[config.mk]
export PLATFORM = sky130hd
export DESIGN_NAME = json_string_unescaper
export DESIGN_NICKNAME = d
export VERILOG_FILES = /design/src/jsu_pkg.sv /design/src/json_string_unescaper.sv
export VERILOG_INCLUDE_DIRS = /design/src /design/src/src
export SDC_FILE = /design/constraint.sdc
export NUM_CORES = 1
export LEC_CHECK = 0
export BUFFER_PORTS_ARGS = -buffer_cell sky130_fd_sc_hd__buf_2
export CORE_MARGIN = 10
export CORE_UTILIZATION = 30
export CTS_CLUSTER_SIZE = 8
export DETAILED_ROUTE_END_ITERATION = 8
export PLACE_DENSITY_LB_ADDON = 0.1
export SYNTH_ARGS = -nofsm -noshare
export SYNTH_HDL_FRONTEND = slang
export SYNTH_SLANG_ARGS = --single-unit
[constraint.sdc]
create_clock -name clk -period 7.1 [get_ports clk]
set_input_delay 0.355 -clock clk [delete_from_list [all_inputs] [get_ports clk]]
set_output_delay 0.355 -clock clk [all_outputs]
set_load 0.05 [all_outputs]
[src/json_string_unescaper_assert.svh]
`ifndef JSON_STRING_UNESCAPER_ASSERT_SVH
`define JSON_STRING_UNESCAPER_ASSERT_SVH

// Same-cycle implication, checked outside reset.
`define JSU_ASSERT_NOW(label, clk, rst_n, ante, cons) \
	label: assert property (@(posedge clk) disable iff (!rst_n) (ante) |-> (cons)) \
		else $error("jsu assertion failed");

// Next-cycle implication, checked outside reset.
`define JSU_ASSERT_NEXT(label, clk, rst_n, ante, cons) \
	label: assert property (@(posedge clk) disable iff (!rst_n) (ante) |=> (cons)) \
		else $error("jsu assertion failed");

`endif

[src/jsu_pkg.sv]
package jsu_pkg;

	typedef enum logic [2:0] {
		KIND_DATA   = 3'd0,
		KIND_QUOTE  = 3'd1,
		KIND_NUL    = 3'd2,
		KIND_FULL   = 3'd3,
		KIND_NOOPEN = 3'd4
	} kind_t;

	localparam int unsigned MAX_RESULTS = 4;

	localparam logic [9:0] MAX_LEN_RESET = 10'd63;

	localparam logic [7:0] CH_NUL   = 8'h00;
	localparam logic [7:0] CH_QUOTE = 8'h22;
	localparam logic [7:0] CH_BSL   = 8'h5C;
	localparam logic [7:0] CH_U     = 8'h75;
	localparam logic [7:0] CH_B     = 8'h62;
	localparam logic [7:0] CH_F     = 8'h66;
	localparam logic [7:0] CH_N     = 8'h6E;
	localparam logic [7:0] CH_R     = 8'h72;
	localparam logic [7:0] CH_T     = 8'h74;

	localparam logic [15:0] CP_LIMIT_1 = 16'h0080;
	localparam logic [15:0] CP_LIMIT_2 = 16'h0800;
	localparam logic [7:0]  LEAD_2     = 8'hC0;
	localparam logic [7:0]  LEAD_3     = 8'hE0;
	localparam logic [7:0]  CONT_MARK  = 8'h80;
	localparam logic [7:0]  CONT_MASK  = 8'h3F;

	// Hex digit value; anything that is not a hex digit counts as zero.
	function automatic logic [3:0] nibble_of(input logic [7:0] b);
		logic [7:0] v;
		v = 8'd0;
		if (b >= 8'h30 && b <= 8'h39) begin
			v = b - 8'h30;
		end else if (b >= 8'h61 && b <= 8'h66) begin
			v = b - 8'h57;
		end else if (b >= 8'h41 && b <= 8'h46) begin
			v = b - 8'h37;
		end
		return v[3:0];
	endfunction

endpackage

[src/json_string_unescaper.sv]
// JSON string unescaper.
// Input channel (in_valid/in_ready/in_byte) takes the raw text of a quoted
// JSON string one byte per transfer. Output channel (out_valid/out_ready)
// delivers result items: a decoded byte (kind data) or an end marker
// (closed by quote, ended by NUL, length full, no opening quote). The last
// flag marks the final result caused by one input byte; consumed is low only
// on a length-full end, whose byte is dropped.
// Configuration: cfg_valid/cfg_ready/max_len writes the length limit; the
// port is always ready and the limit resets to 63.
// Timing: a byte is decoded in the cycle it is accepted and its results sit
// in the output group register in the next cycle. Plain text, one result or
// none per byte, streams at one byte per cycle while out_ready is high. A
// \uXXXX escape expands to up to three UTF-8 bytes plus a possible end
// marker; the group register drains one result per cycle while out_ready is
// high, and in_ready stays low until the final result of the group transfers.
// Reset clears the mode to idle (waiting for the opening quote), empties the
// output group and restores max_len. When the receiver stalls, the current
// result holds steady and in_ready drops until the group drains.
`include "json_string_unescaper_assert.svh"

module json_string_unescaper
	import jsu_pkg::*;
(
	input  logic       clk,
	input  logic       arst_n,
	input  logic       cfg_valid,
	output logic       cfg_ready,
	input  logic [9:0] max_len,
	input  logic       in_valid,
	output logic       in_ready,
	input  logic [7:0] in_byte,
	output logic       out_valid,
	input  logic       out_ready,
	output logic [7:0] out_byte,
	output logic [2:0] kind,
	output logic       last,
	output logic       consumed
);

	typedef enum logic [1:0] {
		MODE_IDLE,
		MODE_BODY,
		MODE_ESC,
		MODE_HEX
	} mode_t;

	// Decoder state.
	mode_t       mode_q;
	logic [1:0]  hex_cnt_q;
	logic [15:0] cp_q;
	logic [9:0]  out_cnt_q;
	logic [9:0]  max_len_q;

	// Output group register: up to four results of one input byte.
	logic [7:0]  byte_s1 [MAX_RESULTS];
	kind_t       kind_s1 [MAX_RESULTS];
	logic        cons_s1 [MAX_RESULTS];
	logic [2:0]  cnt_s1;
	logic [1:0]  head_q;

	// Next-group and next-state values.
	logic [7:0]  byte_c [MAX_RESULTS];
	kind_t       kind_c [MAX_RESULTS];
	logic        cons_c [MAX_RESULTS];
	logic [2:0]  cnt_c;
	mode_t       mode_c;
	logic [1:0]  hex_cnt_c;
	logic [15:0] cp_c;
	logic [9:0]  out_cnt_c;

	// UTF-8 encoder of the code point to emit.
	logic [15:0] cp_shift;
	logic [15:0] cp_src;
	logic [7:0]  enc_c [3];
	logic [1:0]  enc_len;
	logic [10:0] room_sum;
	logic        enc_room;
	logic        one_room;

	logic in_fire;
	logic out_fire;
	logic head_last;

	assign cfg_ready = 1'b1;

	assign head_last = ({1'b0, head_q} == (cnt_s1 - 3'd1));
	assign out_valid = (cnt_s1 != 3'd0);
	assign in_ready  = !out_valid || (out_ready && head_last);
	assign in_fire   = in_valid && in_ready;
	assign out_fire  = out_valid && out_ready;

	assign out_byte = byte_s1[head_q];
	assign kind     = kind_s1[head_q];
	assign consumed = cons_s1[head_q];
	assign last     = head_last;

	assign cp_shift = {cp_q[11:0], nibble_of(in_byte)};
	assign cp_src   = (in_byte == CH_NUL) ? cp_q : cp_shift;

	always_comb begin
		if (cp_src < CP_LIMIT_1) begin
			enc_len  = 2'd1;
			enc_c[0] = cp_src[7:0];
			enc_c[1] = 8'd0;
			enc_c[2] = 8'd0;
		end else if (cp_src < CP_LIMIT_2) begin
			enc_len  = 2'd2;
			enc_c[0] = LEAD_2 | {3'd0, cp_src[10:6]};
			enc_c[1] = CONT_MARK | ({2'd0, cp_src[5:0]} & CONT_MASK);
			enc_c[2] = 8'd0;
		end else begin
			enc_len  = 2'd3;
			enc_c[0] = LEAD_3 | {4'd0, cp_src[15:12]};
			enc_c[1] = CONT_MARK | ({2'd0, cp_src[11:6]} & CONT_MASK);
			enc_c[2] = CONT_MARK | ({2'd0, cp_src[5:0]} & CONT_MASK);
		end
	end

	assign room_sum = {1'b0, out_cnt_q} + {9'd0, enc_len};
	assign enc_room = (room_sum <= {1'b0, max_len_q});
	assign one_room = (out_cnt_q < max_len_q);

	always_comb begin
		logic [7:0] esc_byte;
		for (int i = 0; i < MAX_RESULTS; i++) begin
			byte_c[i] = 8'd0;
			kind_c[i] = KIND_DATA;
			cons_c[i] = 1'b1;
		end
		cnt_c     = 3'd0;
		mode_c    = mode_q;
		hex_cnt_c = hex_cnt_q;
		cp_c      = cp_q;
		out_cnt_c = out_cnt_q;
		esc_byte  = in_byte;

		case (in_byte)
			CH_B:    esc_byte = 8'h08;
			CH_F:    esc_byte = 8'h0C;
			CH_N:    esc_byte = 8'h0A;
			CH_R:    esc_byte = 8'h0D;
			CH_T:    esc_byte = 8'h09;
			default: esc_byte = in_byte;
		endcase

		case (mode_q)
			MODE_IDLE: begin
				if (in_byte == CH_QUOTE) begin
					mode_c    = MODE_BODY;
					out_cnt_c = 10'd0;
				end else begin
					kind_c[0] = KIND_NOOPEN;
					cnt_c     = 3'd1;
				end
			end
			MODE_BODY: begin
				if (in_byte == CH_NUL) begin
					kind_c[0] = KIND_NUL;
					cnt_c     = 3'd1;
				end else if (in_byte == CH_QUOTE) begin
					kind_c[0] = KIND_QUOTE;
					cnt_c     = 3'd1;
				end else if (!one_room) begin
					kind_c[0] = KIND_FULL;
					cons_c[0] = 1'b0;
					cnt_c     = 3'd1;
				end else if (in_byte == CH_BSL) begin
					mode_c = MODE_ESC;
				end else begin
					byte_c[0] = in_byte;
					cnt_c     = 3'd1;
					out_cnt_c = out_cnt_q + 10'd1;
				end
			end
			MODE_ESC: begin
				if (in_byte == CH_NUL) begin
					kind_c[0] = KIND_NUL;
					cnt_c     = 3'd1;
				end else if (in_byte == CH_U) begin
					mode_c    = MODE_HEX;
					hex_cnt_c = 2'd0;
					cp_c      = 16'd0;
				end else begin
					mode_c = MODE_BODY;
					if (one_room) begin
						byte_c[0] = esc_byte;
						cnt_c     = 3'd1;
						out_cnt_c = out_cnt_q + 10'd1;
					end
				end
			end
			default: begin
				if (in_byte == CH_NUL || hex_cnt_q == 2'd3) begin
					// Emit the code point, dropped whole when room is short.
					if (enc_room) begin
						for (int i = 0; i < 3; i++) begin
							byte_c[i] = enc_c[i];
						end
						cnt_c     = {1'b0, enc_len};
						out_cnt_c = room_sum[9:0];
					end
					hex_cnt_c = 2'd0;
					cp_c      = 16'd0;
					mode_c    = MODE_BODY;
				end else begin
					cp_c      = cp_shift;
					hex_cnt_c = hex_cnt_q + 2'd1;
				end
				if (in_byte == CH_NUL) begin
					// Append the end marker after the partial code point.
					kind_c[cnt_c[1:0]] = KIND_NUL;
					byte_c[cnt_c[1:0]] = 8'd0;
					cnt_c              = cnt_c + 3'd1;
				end
			end
		endcase

		// Every end returns to idle and clears the string state.
		if (cnt_c != 3'd0 && kind_c[cnt_c[1:0] - 2'd1] != KIND_DATA) begin
			mode_c    = MODE_IDLE;
			hex_cnt_c = 2'd0;
			cp_c      = 16'd0;
			out_cnt_c = 10'd0;
		end
	end

	// Decoder state and limit register.
	always_ff @(posedge clk or negedge arst_n) begin
		if (!arst_n) begin
			mode_q    <= MODE_IDLE;
			hex_cnt_q <= 2'd0;
			cp_q      <= 16'd0;
			out_cnt_q <= 10'd0;
			max_len_q <= MAX_LEN_RESET;
		end else begin
			if (in_fire) begin
				mode_q    <= mode_c;
				hex_cnt_q <= hex_cnt_c;
				cp_q      <= cp_c;
				out_cnt_q <= out_cnt_c;
			end
			if (cfg_valid) begin
				max_len_q <= max_len;
			end
		end
	end

	// Group control: load on an accepted byte, advance one result per transfer,
	// and empty the group once its final result transfers.
	always_ff @(posedge clk or negedge arst_n) begin
		if (!arst_n) begin
			cnt_s1 <= 3'd0;
			head_q <= 2'd0;
		end else if (in_fire) begin
			cnt_s1 <= cnt_c;
			head_q <= 2'd0;
		end else if (out_fire) begin
			if (head_last) begin
				cnt_s1 <= 3'd0;
				head_q <= 2'd0;
			end else begin
				head_q <= head_q + 2'd1;
			end
		end
	end

	// Group payload: no reset needed.
	always_ff @(posedge clk) begin
		if (in_fire) begin
			for (int i = 0; i < MAX_RESULTS; i++) begin
				byte_s1[i] <= byte_c[i];
				kind_s1[i] <= kind_c[i];
				cons_s1[i] <= cons_c[i];
			end
		end
	end

	`JSU_ASSERT_NOW(a_end_is_last, clk, arst_n, out_valid && kind != KIND_DATA, last)
	`JSU_ASSERT_NOW(a_end_byte_zero, clk, arst_n, out_valid && kind != KIND_DATA,
		out_byte == 8'd0)
	`JSU_ASSERT_NOW(a_drop_only_full, clk, arst_n, out_valid && !consumed, kind == KIND_FULL)
	`JSU_ASSERT_NEXT(a_group_continues, clk, arst_n, out_fire && !last, out_valid)

endmodule

-- Yosys cells after proc, flatten, opt, wreduce, memory -nomap -nowiden
Memory sizes are Yosys's and may differ from the RTL's.
Index checks and enable logic that the tools add are counted.
- logic and storage cells: 180
- memories kept: 3
- register bits: 45
- output and inout port bits: 16
- memory bits (writable): 48
- memories (memory ; words ; width ; rd ports ; clocked after Yosys merged registers in ; write ports ; RTL line ; text):
    byte_s1 ; 4 ; 8 ; 1 ; 0 ; 4 ; json_string_unescaper.sv:55 ; logic [7:0] byte_s1 [MAX_RESULTS];
    kind_s1 ; 4 ; 3 ; 1 ; 0 ; 4 ; json_string_unescaper.sv:56 ; kind_t kind_s1 [MAX_RESULTS];
    cons_s1 ; 4 ; 1 ; 1 ; 0 ; 4 ; json_string_unescaper.sv:57 ; logic cons_s1 [MAX_RESULTS];
- reductions and logical operators: 26
- magnitude comparators: 13
- bitwise gates (word level): 4
- mux-type cells: 94
- equal/unequal tests: 23
- add/sub/neg operators: 10
- operators with widths (operator ; number):
    24-bit 2-to-1 mux ; 5
    10-bit 2-to-1 mux ; 11
    16-bit 2-to-1 mux ; 5
    8-bit 2-to-1 mux ; 8
    8-bit by 7-bit equality test with 1-bit output (second input constant) ; 7
    2-bit 2-to-1 mux ; 23
    8-bit one-hot mux with 5 select lines ; 1
    32-bit bitwise AND ; 1
    32-bit 2-to-1 mux ; 1
    32-bit inverter ; 1
    16-bit one-hot mux with 2 select lines ; 1
    3-bit inequality test (second input constant) ; 10
    10-bit one-hot mux with 3 select lines ; 1
    3-bit 2-to-1 mux ; 9
    8-bit one-hot mux with 3 select lines ; 1
    22-bit 2-to-1 mux ; 1
    3-bit one-hot mux with 3 select lines ; 2
    8-bit demux with 2-bit select ; 1
    8-bit by 7-bit >= comparator with 1-bit output (second input constant) ; 2
    8-bit by 7-bit less-or-equal comparator with 1-bit output (second input constant) ; 2
    16-bit by 12-bit less-than comparator with 1-bit output (second input constant) ; 1
    16-bit by 8-bit less-than comparator with 1-bit output (second input constant) ; 1
    1-bit 2-to-1 mux ; 15
    4-bit 2-to-1 mux ; 3
    other kinds (40) ; 57

-- Longest topological paths before layout
Gate-level depths: netlist (run 1).
- depth after elaboration: 28
- gate-level depth with buffers: 33
- mapped depth without buffers: 30

-- Least setup slack after synthesis (run 1)
Ideal clock, no wire load.
- path kind: input to register
- start point: in in_byte[0]
- end point: reg cp_q[10]
- stages on the path: 33
- slack: 756 ps
- library setup time: 125 ps
- required time: 6975 ps
- data arrival time: 6219 ps
- cell sequence: inv_1 ha_1 or3b_2 nor2_1 buf_2 buf_1 mux2i_1 nor2_1 inv_1 ha_1 a21o_1 nand2_1 or3_1 nand2_1 ha_1 nand4_1 o221a_2 a221oi_1 nor3_2 nand2_1 ha_1 nand2_1 o21ai_0 nand2_1 ha_1 inv_1 o2bb2ai_1 a21o_1 a31oi_1 o21a_1 buf_4 buf_12 mux2_4
- word-level cells in the longest chain between the ends: 28
- ends and longest elaborated chain (what ; RTL line ; text):
    start, declared ; json_string_unescaper.sv:31 ; input logic [7:0] in_byte,
    8-bit by 7-bit >= comparator with 1-bit output / 8-bit by 7-bit less-or-equal comparator with 1-bit output (equally long branches) ; jsu_pkg.sv:40 ; end else if (b >= 8'h41 && b <= 8'h46) begin
    1-bit logical AND ; jsu_pkg.sv:40 ;
    4-bit 2-to-1 mux ; jsu_pkg.sv:40 ;
    4-bit 2-to-1 mux ; jsu_pkg.sv:38 ; end else if (b >= 8'h61 && b <= 8'h66) begin
    4-bit 2-to-1 mux ; jsu_pkg.sv:36 ; if (b >= 8'h30 && b <= 8'h39) begin
    16-bit 2-to-1 mux ; json_string_unescaper.sv:98 ; assign cp_src = (in_byte == CH_NUL) ? cp_q : cp_shift;
    16-bit by 12-bit less-than comparator with 1-bit output ; json_string_unescaper.sv:106 ; end else if (cp_src < CP_LIMIT_2) begin
    1-bit 2-to-1 mux ; json_string_unescaper.sv:106 ;
    [... 11 more ...] ; n/a ;
    11-bit 2-to-1 mux ; json_string_unescaper.sv:209 ; if (in_byte == CH_NUL) begin
    3-bit one-hot mux with 3 select lines / 9-bit 2-to-1 mux (equally long branches) ; json_string_unescaper.sv:146 ; case (mode_q)
    3-bit binary-select mux with 2-bit select ; json_string_unescaper.sv:219 ; if (cnt_c != 3'd0 && kind_c[cnt_c[1:0] - 2'd1] != KIND_DATA) begin
    3-bit 2-to-1 mux (not written as such) (2 in a row) ; json_string_unescaper.sv:219 ;
    3-bit nonzero test ; json_string_unescaper.sv:219 ;
    1-bit logical AND ; json_string_unescaper.sv:219 ;
    3-bit inequality test (no source line) / 2-bit by 1-bit inequality test with 1-bit output (equally long branches) ; n/a ;
    4-bit AND reduction (no source line) ; n/a ;
    end signal, assigned ; json_string_unescaper.sv:239 ; cp_q <= cp_c;
    end, declared ; json_string_unescaper.sv:50 ; logic [15:0] cp_q;
Several ways; a longest one is shown, not always the timed one. The select of a mux whose other input is x is not followed.
A chain may end at the register's enable or synchronous reset.

-- Worst setup path in the final report (run 1)
- start point: in in_byte[1]
- end point: reg mode_q[1]
- word-level cells in the longest chain between the ends: 28
- ends and longest elaborated chain (what ; RTL line ; text):
    8-bit by 7-bit >= comparator with 1-bit output / 8-bit by 7-bit less-or-equal comparator with 1-bit output (equally long branches) ; jsu_pkg.sv:40 ;
    1-bit logical AND ; jsu_pkg.sv:40 ;
    4-bit 2-to-1 mux ; jsu_pkg.sv:40 ;
    4-bit 2-to-1 mux ; jsu_pkg.sv:38 ;
    4-bit 2-to-1 mux ; jsu_pkg.sv:36 ;
    16-bit 2-to-1 mux ; json_string_unescaper.sv:98 ;
    16-bit by 12-bit less-than comparator with 1-bit output ; json_string_unescaper.sv:106 ;
    1-bit 2-to-1 mux ; json_string_unescaper.sv:106 ;
    [... 11 more ...] ; n/a ;
    11-bit 2-to-1 mux ; json_string_unescaper.sv:209 ;
    3-bit one-hot mux with 3 select lines / 9-bit 2-to-1 mux (equally long branches) ; json_string_unescaper.sv:146 ;
    3-bit binary-select mux with 2-bit select ; json_string_unescaper.sv:219 ;
    3-bit 2-to-1 mux (not written as such) (2 in a row) ; json_string_unescaper.sv:219 ;
    3-bit nonzero test ; json_string_unescaper.sv:219 ;
    1-bit logical AND ; json_string_unescaper.sv:219 ;
    3-bit inequality test (no source line) / 5-bit nonzero test (equally long branches) ; n/a ;
    8-bit AND reduction (no source line) ; n/a ;
    end signal, assigned ; json_string_unescaper.sv:237 ; mode_q <= mode_c;
    end, declared ; json_string_unescaper.sv:48 ; mode_t mode_q;
Several ways; a longest one is shown, not always the timed one. The select of a mux whose other input is x is not followed.

==> flow_summary.yaml, run 1 <==
place:
  globalplace.congestion: 0.894
  post-place-ws_ns: 0.0129
  placement.io_buffers: 37
  post-place-cells: 885
  placedInstanceArea_um2: 6160
  dp_hpwl_mm: 12.2
worst_setup_path:
  worst_setup_path_startpoint: "in_byte[1]"
  setup.worst_path.start_class: "input pin"
  cp.required_ns: 7.33
  cp.buffers_inverters: 6
  cpLargestDelayFamily: "simple AND/OR/NAND/NOR gates"
  count_of_cells_along_the_worst_register_to_register_path: 29
  cp_data_arrival_time_ns: 6.76
  worstPathMaxFanout: 18
  regToRegStartpoint: "cp_q[3]"
  endpoint_type_of_the_worst_setup_path: "register"
  timing.setup.critical_path_class: "input pin to register"
  worstSetupPathDepth: 33
  worst_path_largest_cell_delay_ns: 0.52
  cpMaxStageDelayCell: "or3b_2"
timing:
  tns_ns: 0
  timing.final.crit_share_pct: 92.0
  report.final.slew_viol_count: 0
  worst_slew_margin_relative_to_its_limit_pct: 35.9
  clock.fmax_ghz: 0.153
  finalSetupViolations: 0
  worstMarginPinSlew_ns: 0.957
  final.hold.worst_slack_ns: 0.110
  post-route-worst-setup-slack_ns: 0.571
  min_period_ns: 6.53
  clock_skew_ns: 0.0113
  final-hold-violation-count: 0
  rsz0062_at_grt: "no"
clock_network:
  cts.sink_count: 77
  clkLatencyLatePin_ns: 0.35
  cts_buffer_depth: 2
  cts.root.buffer_cell: "clkbuf_16"
  htreeDepth: 3
  cts_tree: "built"
  cts_buffers: 9
  postCtsSetupBuffers: 0
  clkSlewWorstSetupHoldPaths_ns: 0.06
synthesis:
  synth.distinct_cells: 78
  synth.largest_area_cell: "dfrtp_1"
  synthTopCellsByCount: "nand2_1, o21ai_0, nor2_1, dfrtp_1, ha_1"
  syn_inst: 629
  synth_top_cells_by_area: "dfrtp_1, edfxtp_1, ha_1"
  synthesis.nets: 692
  postSynthAreaPerCell_um2: 9.09
  share_of_async_settable_or_async_resettable_flops_after_synthesis_pct: 58.4
  yosysMostFrequentCell: "nand2_1"
  prevailing_post_synth_register_cell: "dfrtp_1"
  synth_edf_count: 29
  yosys_register_bits: 77
  synth_seq_area_share_pct: 36.1
  yosys.area.top_type_share_pct: 17.1
  ys.warnings.count: 0
  mappedNetlistArea_um2: 5720
power_and_ir_drop:
  ir_worst_vdd_mv: 0.113
  total_power_mw: 2.11
  p_leak_nw: 2.84
  power_density_nw_per_um2: 326
layout:
  post_route_cells_drive_above_1_share_pct: 17.8
  n_antenna_cell: 0
  instances_no_fill: 901
  design_area_um2: 6460
  area_growth_pct: 13.0
  final_util_pct: 34.5
  num-nets-final: 725
routing:
  route.vias.total: 4837
  final_antenna_net_count: 0
  drt_iter0_drc: 395
  routed_wirelength_mm: 16.1
  drcViolationCount: 0
  drtPass1Iterations: 5
  detail_route.vias_per_cell: 5.37
  detail_route.wl_per_cell_um: 17.9
floorplanning:
  dieHeight_um: 158
  ios: 39
  core_region_area_um2: 18700
  die_width_um: 158
  floorplan.initialDensity_pct: 30.6
  rows: 50
  area_of_the_die_um2: 25000
global_route:
  wire_length_of_the_first_global_routing_pass_mm: 26.2
  maximum_number_of_pins_on_one_net_before_global_route_repair: 46
  gr-total-overflow: 0
  grt_pass1_vias: 4626
  overall_track_demand_over_capacity_in_global_routing_pct: 13.3
  grt_antenna_before_repair: 0
outcome:
  status: "finished, final reports clean"
hold_path:
  min-delay-path-class: "input pin to asynchronous set/reset pin"
run:
  drv.max_cap_violation_count: 0
## flip-flops by register name, summed over array words and instances (netlist names)
signal     cells
max_len_q     10
cnt_s1         3
out_cnt_q     10
cp_q          16
byte_s1       22
head_q         2
hex_cnt_q      2
mode_q         2
cons_s1        4
kind_s1        6
## routing by layer
layer  part of all wire, %  GRT usage (%)
met5                     0              0
met1                    54           20.4
met4                   1.6           4.98
met2                    40           18.1
met3                   4.9           2.06
## power by group
| group | internal [mW] | total, mW | switching (mW) |
|---|---|---|---|
| sequential | 0.549 | 0.630 | 0.0812 |
| combinational | 0.338 | 1.01 | 0.670 |
| clock | 0.272 | 0.467 | 0.195 |
| total | 1.16 | 2.11 | 0.946 |
## cell type report
cell class	instances	area (um^2)
fill	1906	12200
tap	234	293
multi-input combinational	486	3370
timing repair buffer	54	313
inverter	34	128
sequential	77	2060
clock inverter	6	62.6
clock buffer	10	229
## cells in the final DEF (no fill, tap or decap), types with 27 or more instances in the layout
cell       n
inv_1     31
dfrtp_1   39
buf_2     37
o21ai_0   48
ha_1      39
and3_1    27
nor2_1    43
edfxtp_1  29
nand2_1   68
a21oi_1   35
## path summary, 6_finish.rpt
path,endpoint,slack [ns]
worst min-delay path,max_len_q[7],0.11
worst min register to register,cons_s1[2],0.44
max in group asynchronous,cp_q[4],6.55
min in group clk,max_len_q[6],0.22
worst max register to register,mode_q[1],0.76
worst max-delay path,mode_q[1],0.57
## kinds of logic after synthesis
logic type	synth area share (%)
other	0.0656
adders and majority gates	8.89
DFF	36.1
buffers and inverters	5.03
AOI/OAI and AO/OA	19.7
and+or+nand+nor	20.1
muxes	8.69
xor gates and xnor gates	1.38
## timing repair
| action | 4_1_cts | 5_1_grt |
|---|---|---|
| gates resized for setup | 0 | 3 |
| hold endpoints to repair | 0 | 0 |
| setup endpoints to repair | 0 | 20 |
| hold buffers | 0 | 0 |
No activity file was read; power rests on OpenSTA's default activity.
==> run 2, diff against run 1 <==
- CORE_UTILIZATION: 30 -> 60
- CTS_CLUSTER_DIAMETER: default -> 120
==> flow_summary.yaml, run 2 (synthesis results as in run 1) <==
worst_setup_path:
  worstPathMaxFanout: 8
  setup.worst_path.start_class: "input pin"
  worst_path_largest_cell_delay_ns: 0.65
  cpMaxStageDelayCell: "o31ai_1"
  cp.required_ns: 7.34
  cp_data_arrival_time_ns: 6.91
  timing.setup.critical_path_class: "input pin to register"
  endpoint_type_of_the_worst_setup_path: "register"
layout:
  number_of_filler_instances_in_the_final_layout: 750
  multiInputGateArea_um2: 3360
  area_growth_pct: 8.19
  mostFrequentLayoutCell: "nand2_1"
  layout_top_registers: "byte_s1: 22 flops, cp_q: 16 flops"
  seqCellArea_um2: 2060
  post_route_cells_drive_above_1_share_pct: 16.8
  num-nets-final: 720
  largest_register_ffs: 22
  design_area_um2: 6180
  register_bank_with_the_most_flops: "byte_s1"
  n_antenna_cell: 0
  most-common-layout-cells: "nand2_1, o21ai_0, nor2_1"
power_and_ir_drop:
  p_leak_nw: 2.78
  ir_worst_vdd_mv: 0.169
  total_power_mw: 1.95
  power_density_nw_per_um2: 315
global_route:
  wire_length_of_the_first_global_routing_pass_mm: 22.9
  maximum_number_of_pins_on_one_net_before_global_route_repair: 46
  grt_antenna_before_repair: 0
  overall_track_demand_over_capacity_in_global_routing_pct: 19.6
  gr-total-overflow: 0
  grt_pass1_vias: 4452
timing:
  rsz0062_at_grt: "yes"
  final-hold-violation-count: 0
  finalSetupViolations: 0
  clock_skew_ns: 0.0203
  clock.fmax_ghz: 0.150
  worstMarginPinSlew_ns: 0.942
  worst_slew_margin_relative_to_its_limit_pct: 36.9
  report.final.slew_viol_count: 0
  min_period_ns: 6.67
  post-route-worst-setup-slack_ns: 0.427
  timing.final.crit_share_pct: 94.0
routing:
  route.vias.total: 4911
  final_antenna_net_count: 0
  detail_route.wl_per_cell_um: 17.9
  routed_wirelength_mm: 14.2
  drt_iter0_drc: 505
  drtPass1Iterations: 6
  drcViolationCount: 0
  detail_route.vias_per_cell: 6.21
clock_network:
  post_cts_hold_buffer_count: 0
  clkLatencyLatePin_ns: 0.36
  cts_tree: "built"
  clkSlewWorstSetupHoldPaths_ns: 0.09
  cts.sink_count: 77
  cts.root.buffer_cell: "clkbuf_8"
  cts_resized: 0
  cts_buffer_depth: 2
  cts_buffers: 9
  postCtsSetupBuffers: 0
  htreeDepth: 3
place:
  placedInstanceArea_um2: 5990
  dp_hpwl_mm: 10.6
  post-place-ws_ns: 0.0974
  globalplace.congestion: 0.934
  placement.io_buffers: 37
floorplanning:
  core_region_area_um2: 9240
  ios: 39
  rows: 35
  dieHeight_um: 118
  area_of_the_die_um2: 13800
  die_width_um: 118
  floorplan.initialDensity_pct: 61.9
run:
  drv.max_cap_violation_count: 0
hold_path:
  min-delay-path-class: "input pin to asynchronous set/reset pin"
outcome:
  status: "finished, final reports clean"
-- run 2: cell count changes in the layout (fill, tap and decap cells not counted), sizes merged --
cell,delta
buf,-5
clkbuf,+1
clkinvlp,-1
-- run 2: per-stage QoR --
| step | hold WS (ns) | cells | setup TNS (ns) | utilization, % |
|---|---|---|---|---|
| CTS | 0.100 | 791 | 0 | 66.9 |
| detailed placement | 0.432 | 775 | 0 | 64.8 |
| global placement | 0.425 | 775 | 0 | 64.8 |
| floorplan | 0.0594 | 629 | 0 | - |
| global route | 0.129 | 791 | -0.00364 | 66.9 |
| finish | 0.0796 | 791 | 0 | 66.9 |
-- run 2: area by class of cell --
type	instances	area share (%)
timing repair buffer	49	4.45
tap	129	2.61
clock inverter	5	0.971
sequential	77	33.4
inverter	34	2.06
multi-input combinational	486	54.4
clock buffer	11	2.12
-- run 2: worst max-delay path, delay by kind of cell --
| family | cells | cell delay [ns] |
|---|---|---|
| adder cells (fa/ha/maj) | 4 | 1.11 |
| AO/OA/AOI/OAI | 9 | 2.64 |
| AND/OR/NAND/NOR | 8 | 1.74 |
| buffers and inverters | 7 | 0.83 |
| multiplexers | 1 | 0.24 |
-- run 2: final timing paths --
check | to | startpoint | slack (ns) | depth (start not counted)
worst min-delay path | max_len_q[8] | arst_n | 0.08 | 2
worst min register to register | cons_s1[3] | cons_s1[3] | 0.44 | 1
max in group asynchronous | cp_q[10] | arst_n | 6.60 | 2
min in group clk | max_len_q[8] | max_len[8] | 0.20 | 3
worst max register to register | out_cnt_q[0] | cp_q[7] | 0.51 | 26
worst max-delay path | out_cnt_q[0] | in_byte[0] | 0.43 | 29
-- run 2: layer usage --
layer  part of all wire (%)  GRT usage [%]  routed length [um]
met5                      0              0                   0
met4                    1.1           4.71                 161
met3                    7.7           3.98                1090
met2                     42           28.1                5990
met1                     49           29.2                6920
-- run 2: report_power, final --
part / switching [mW] / internal (mW) / total (mW)
registers: 0.0786 / 0.548 / 0.627
logic: 0.656 / 0.326 / 0.982
clock network: 0.176 / 0.164 / 0.340
==> run 3, diff against run 2 <==
- CAP_MARGIN: default -> 25
- RECOVER_POWER: default -> 25
==> flow_summary.yaml, run 3 (synthesis results as in run 1) <==
outcome:
  status: "finished with violations"
  violations: "capacitance limit, slew limit"
layout:
  mostFrequentLayoutCell: "nand2_1"
  area_growth_pct: 8.12
  design_area_um2: 6180
  instances_no_fill: 791
  largest_register_ffs: 22
  post_route_cells_drive_above_1_share_pct: 16.6
  register_bank_with_the_most_flops: "byte_s1"
  num-nets-final: 720
  final_util_pct: 66.9
  most-common-layout-cells: "nand2_1, o21ai_0, nor2_1"
  layout_top_registers: "byte_s1: 22 flops, cp_q: 16 flops"
  n_antenna_cell: 0
timing:
  final-hold-violation-count: 0
  min_period_ns: 6.69
  worst_slew_margin_relative_to_its_limit_pct: -67.2
  final.hold.worst_slack_ns: 0.202
  post-route-worst-setup-slack_ns: 0.407
  tns_ns: 0
  worstMarginPinSlew_ns: 2.51
  report.final.slew_viol_count: 46
  clock_skew_ns: 0.0203
  clock.fmax_ghz: 0.149
  finalSetupViolations: 0
  timing.final.crit_share_pct: 94.3
  rsz0062_at_grt: "yes"
worst_setup_path:
  cpMaxStageDelayCell: "o31ai_1"
  setup.worst_path.start_class: "input pin"
  cp.buffers_inverters: 7
  timing.setup.critical_path_class: "input pin to register"
  endpoint_type_of_the_worst_setup_path: "register"
  cp_data_arrival_time_ns: 6.93
  cpLargestDelayFamily: "compound AO/OA/AOI/OAI gates"
  cp.required_ns: 7.34
  worstPathMaxFanout: 8
  worst_path_largest_cell_delay_ns: 0.67
routing:
  routed_wirelength_mm: 14.2
  drt_iter0_drc: 506
  route.vias.total: 4911
  detail_route.vias_per_cell: 6.21
  drtPass1Iterations: 5
  drcViolationCount: 0
  detail_route.wl_per_cell_um: 17.9
  final_antenna_net_count: 0
power_and_ir_drop:
  p_leak_nw: 2.77
  power_density_nw_per_um2: 315
  total_power_mw: 1.95
  ir_worst_vdd_mv: 0.169
clock_network:
  cts_buffers: 9
  cts_buffer_depth: 2
  cts_tree: "built"
  cts.sink_count: 77
  clkSlewWorstSetupHoldPaths_ns: 0.09
  clkLatencyLatePin_ns: 0.36
  cts_resized: 0
  post_cts_hold_buffer_count: 0
  postCtsSetupBuffers: 0
  cts.root.buffer_cell: "clkbuf_8"
  htreeDepth: 3
global_route:
  gr-total-overflow: 0
  grt_antenna_before_repair: 0
  wire_length_of_the_first_global_routing_pass_mm: 22.9
  overall_track_demand_over_capacity_in_global_routing_pct: 19.6
  grt_pass1_vias: 4452
  maximum_number_of_pins_on_one_net_before_global_route_repair: 46
place:
  globalplace.congestion: 0.934
  post-place-cells: 775
  placedInstanceArea_um2: 5990
  placement.io_buffers: 37
  post-place-ws_ns: 0.0974
  dp_hpwl_mm: 10.6
floorplanning:
  dieHeight_um: 118
  floorplan.initialDensity_pct: 61.9
  area_of_the_die_um2: 13800
  die_width_um: 118
  ios: 39
  core_region_area_um2: 9240
  rows: 35
hold_path:
  min-delay-path-class: "input pin to register"
run:
  drv.max_cap_violation_count: 1
-- run 3: changes by cell type in the layout (fill, tap and decap cells not counted) --
cell | previous run | this run
buf_4 | 12 | 11
clkbuf_1 | 2 | 3
-- run 3: area by class of cell --
| class | instances | area, um^2 |
|---|---|---|
| Fill cell | 750 | 3060 |
| Clock inverter | 5 | 60.1 |
| Tap cell | 129 | 161 |
| Clock buffer | 11 | 131 |
| Inverter | 34 | 128 |
| Multi-Input combinational cell | 486 | 3360 |
| Timing Repair Buffer | 49 | 272 |
| Sequential cell | 77 | 2060 |
-- run 3: report_power, final --
group	leakage [nW]	switching, mW	internal (mW)
Combinational	1.78	0.656	0.326
Sequential	0.897	0.0788	0.548
Clock	0.0939	0.175	0.164
-- run 3: worst paths after layout --
kind                       startpoint  slack [ns]            to  cells after the start
setup / recovery           in_byte[0]        0.41  out_cnt_q[0]                     29
hold / removal             max_len[8]        0.20  max_len_q[8]                      3
setup reg to reg              cp_q[7]        0.49  out_cnt_q[0]                     26
hold reg to reg            cons_s1[3]        0.44    cons_s1[3]                      1
max in group asynchronous      arst_n        4.81  hex_cnt_q[1]                      2
min in group asynchronous      arst_n        0.86  max_len_q[8]                      2
-- run 3: worst register-to-register path, cell delays in order, from the launching register on --
cell and delay, ns:
dfrtp_1 0.46, nor4_1 0.65, nor2b_1 0.25, mux2i_1 0.12, nor2_1 0.24, inv_1 0.15
ha_1 0.30, a21o_1 0.18, nand2_1 0.15, o21ai_0 0.24, nand2_1 0.09, ha_1 0.30
nand4_1 0.15, a211o_1 0.31, a221oi_1 0.44, buf_4 0.20, a2111o_1 0.11, nand3_2 0.11
a21oi_2 0.17, inv_2 0.07, ha_1 0.28, inv_1 0.06, nor2_1 0.18, inv_1 0.09
o31ai_1 0.67, o21ai_2 0.26, a22o_1 0.28
-- run 3: layer usage --
layer	track usage (%)	vias up	part of all wire (%)
met2	28.1	223	42
met4	4.71	0	1.3
met1	29.2	2307	49
li1	-	2365	-
met3	3.98	16	7.7
met5	0	-	0
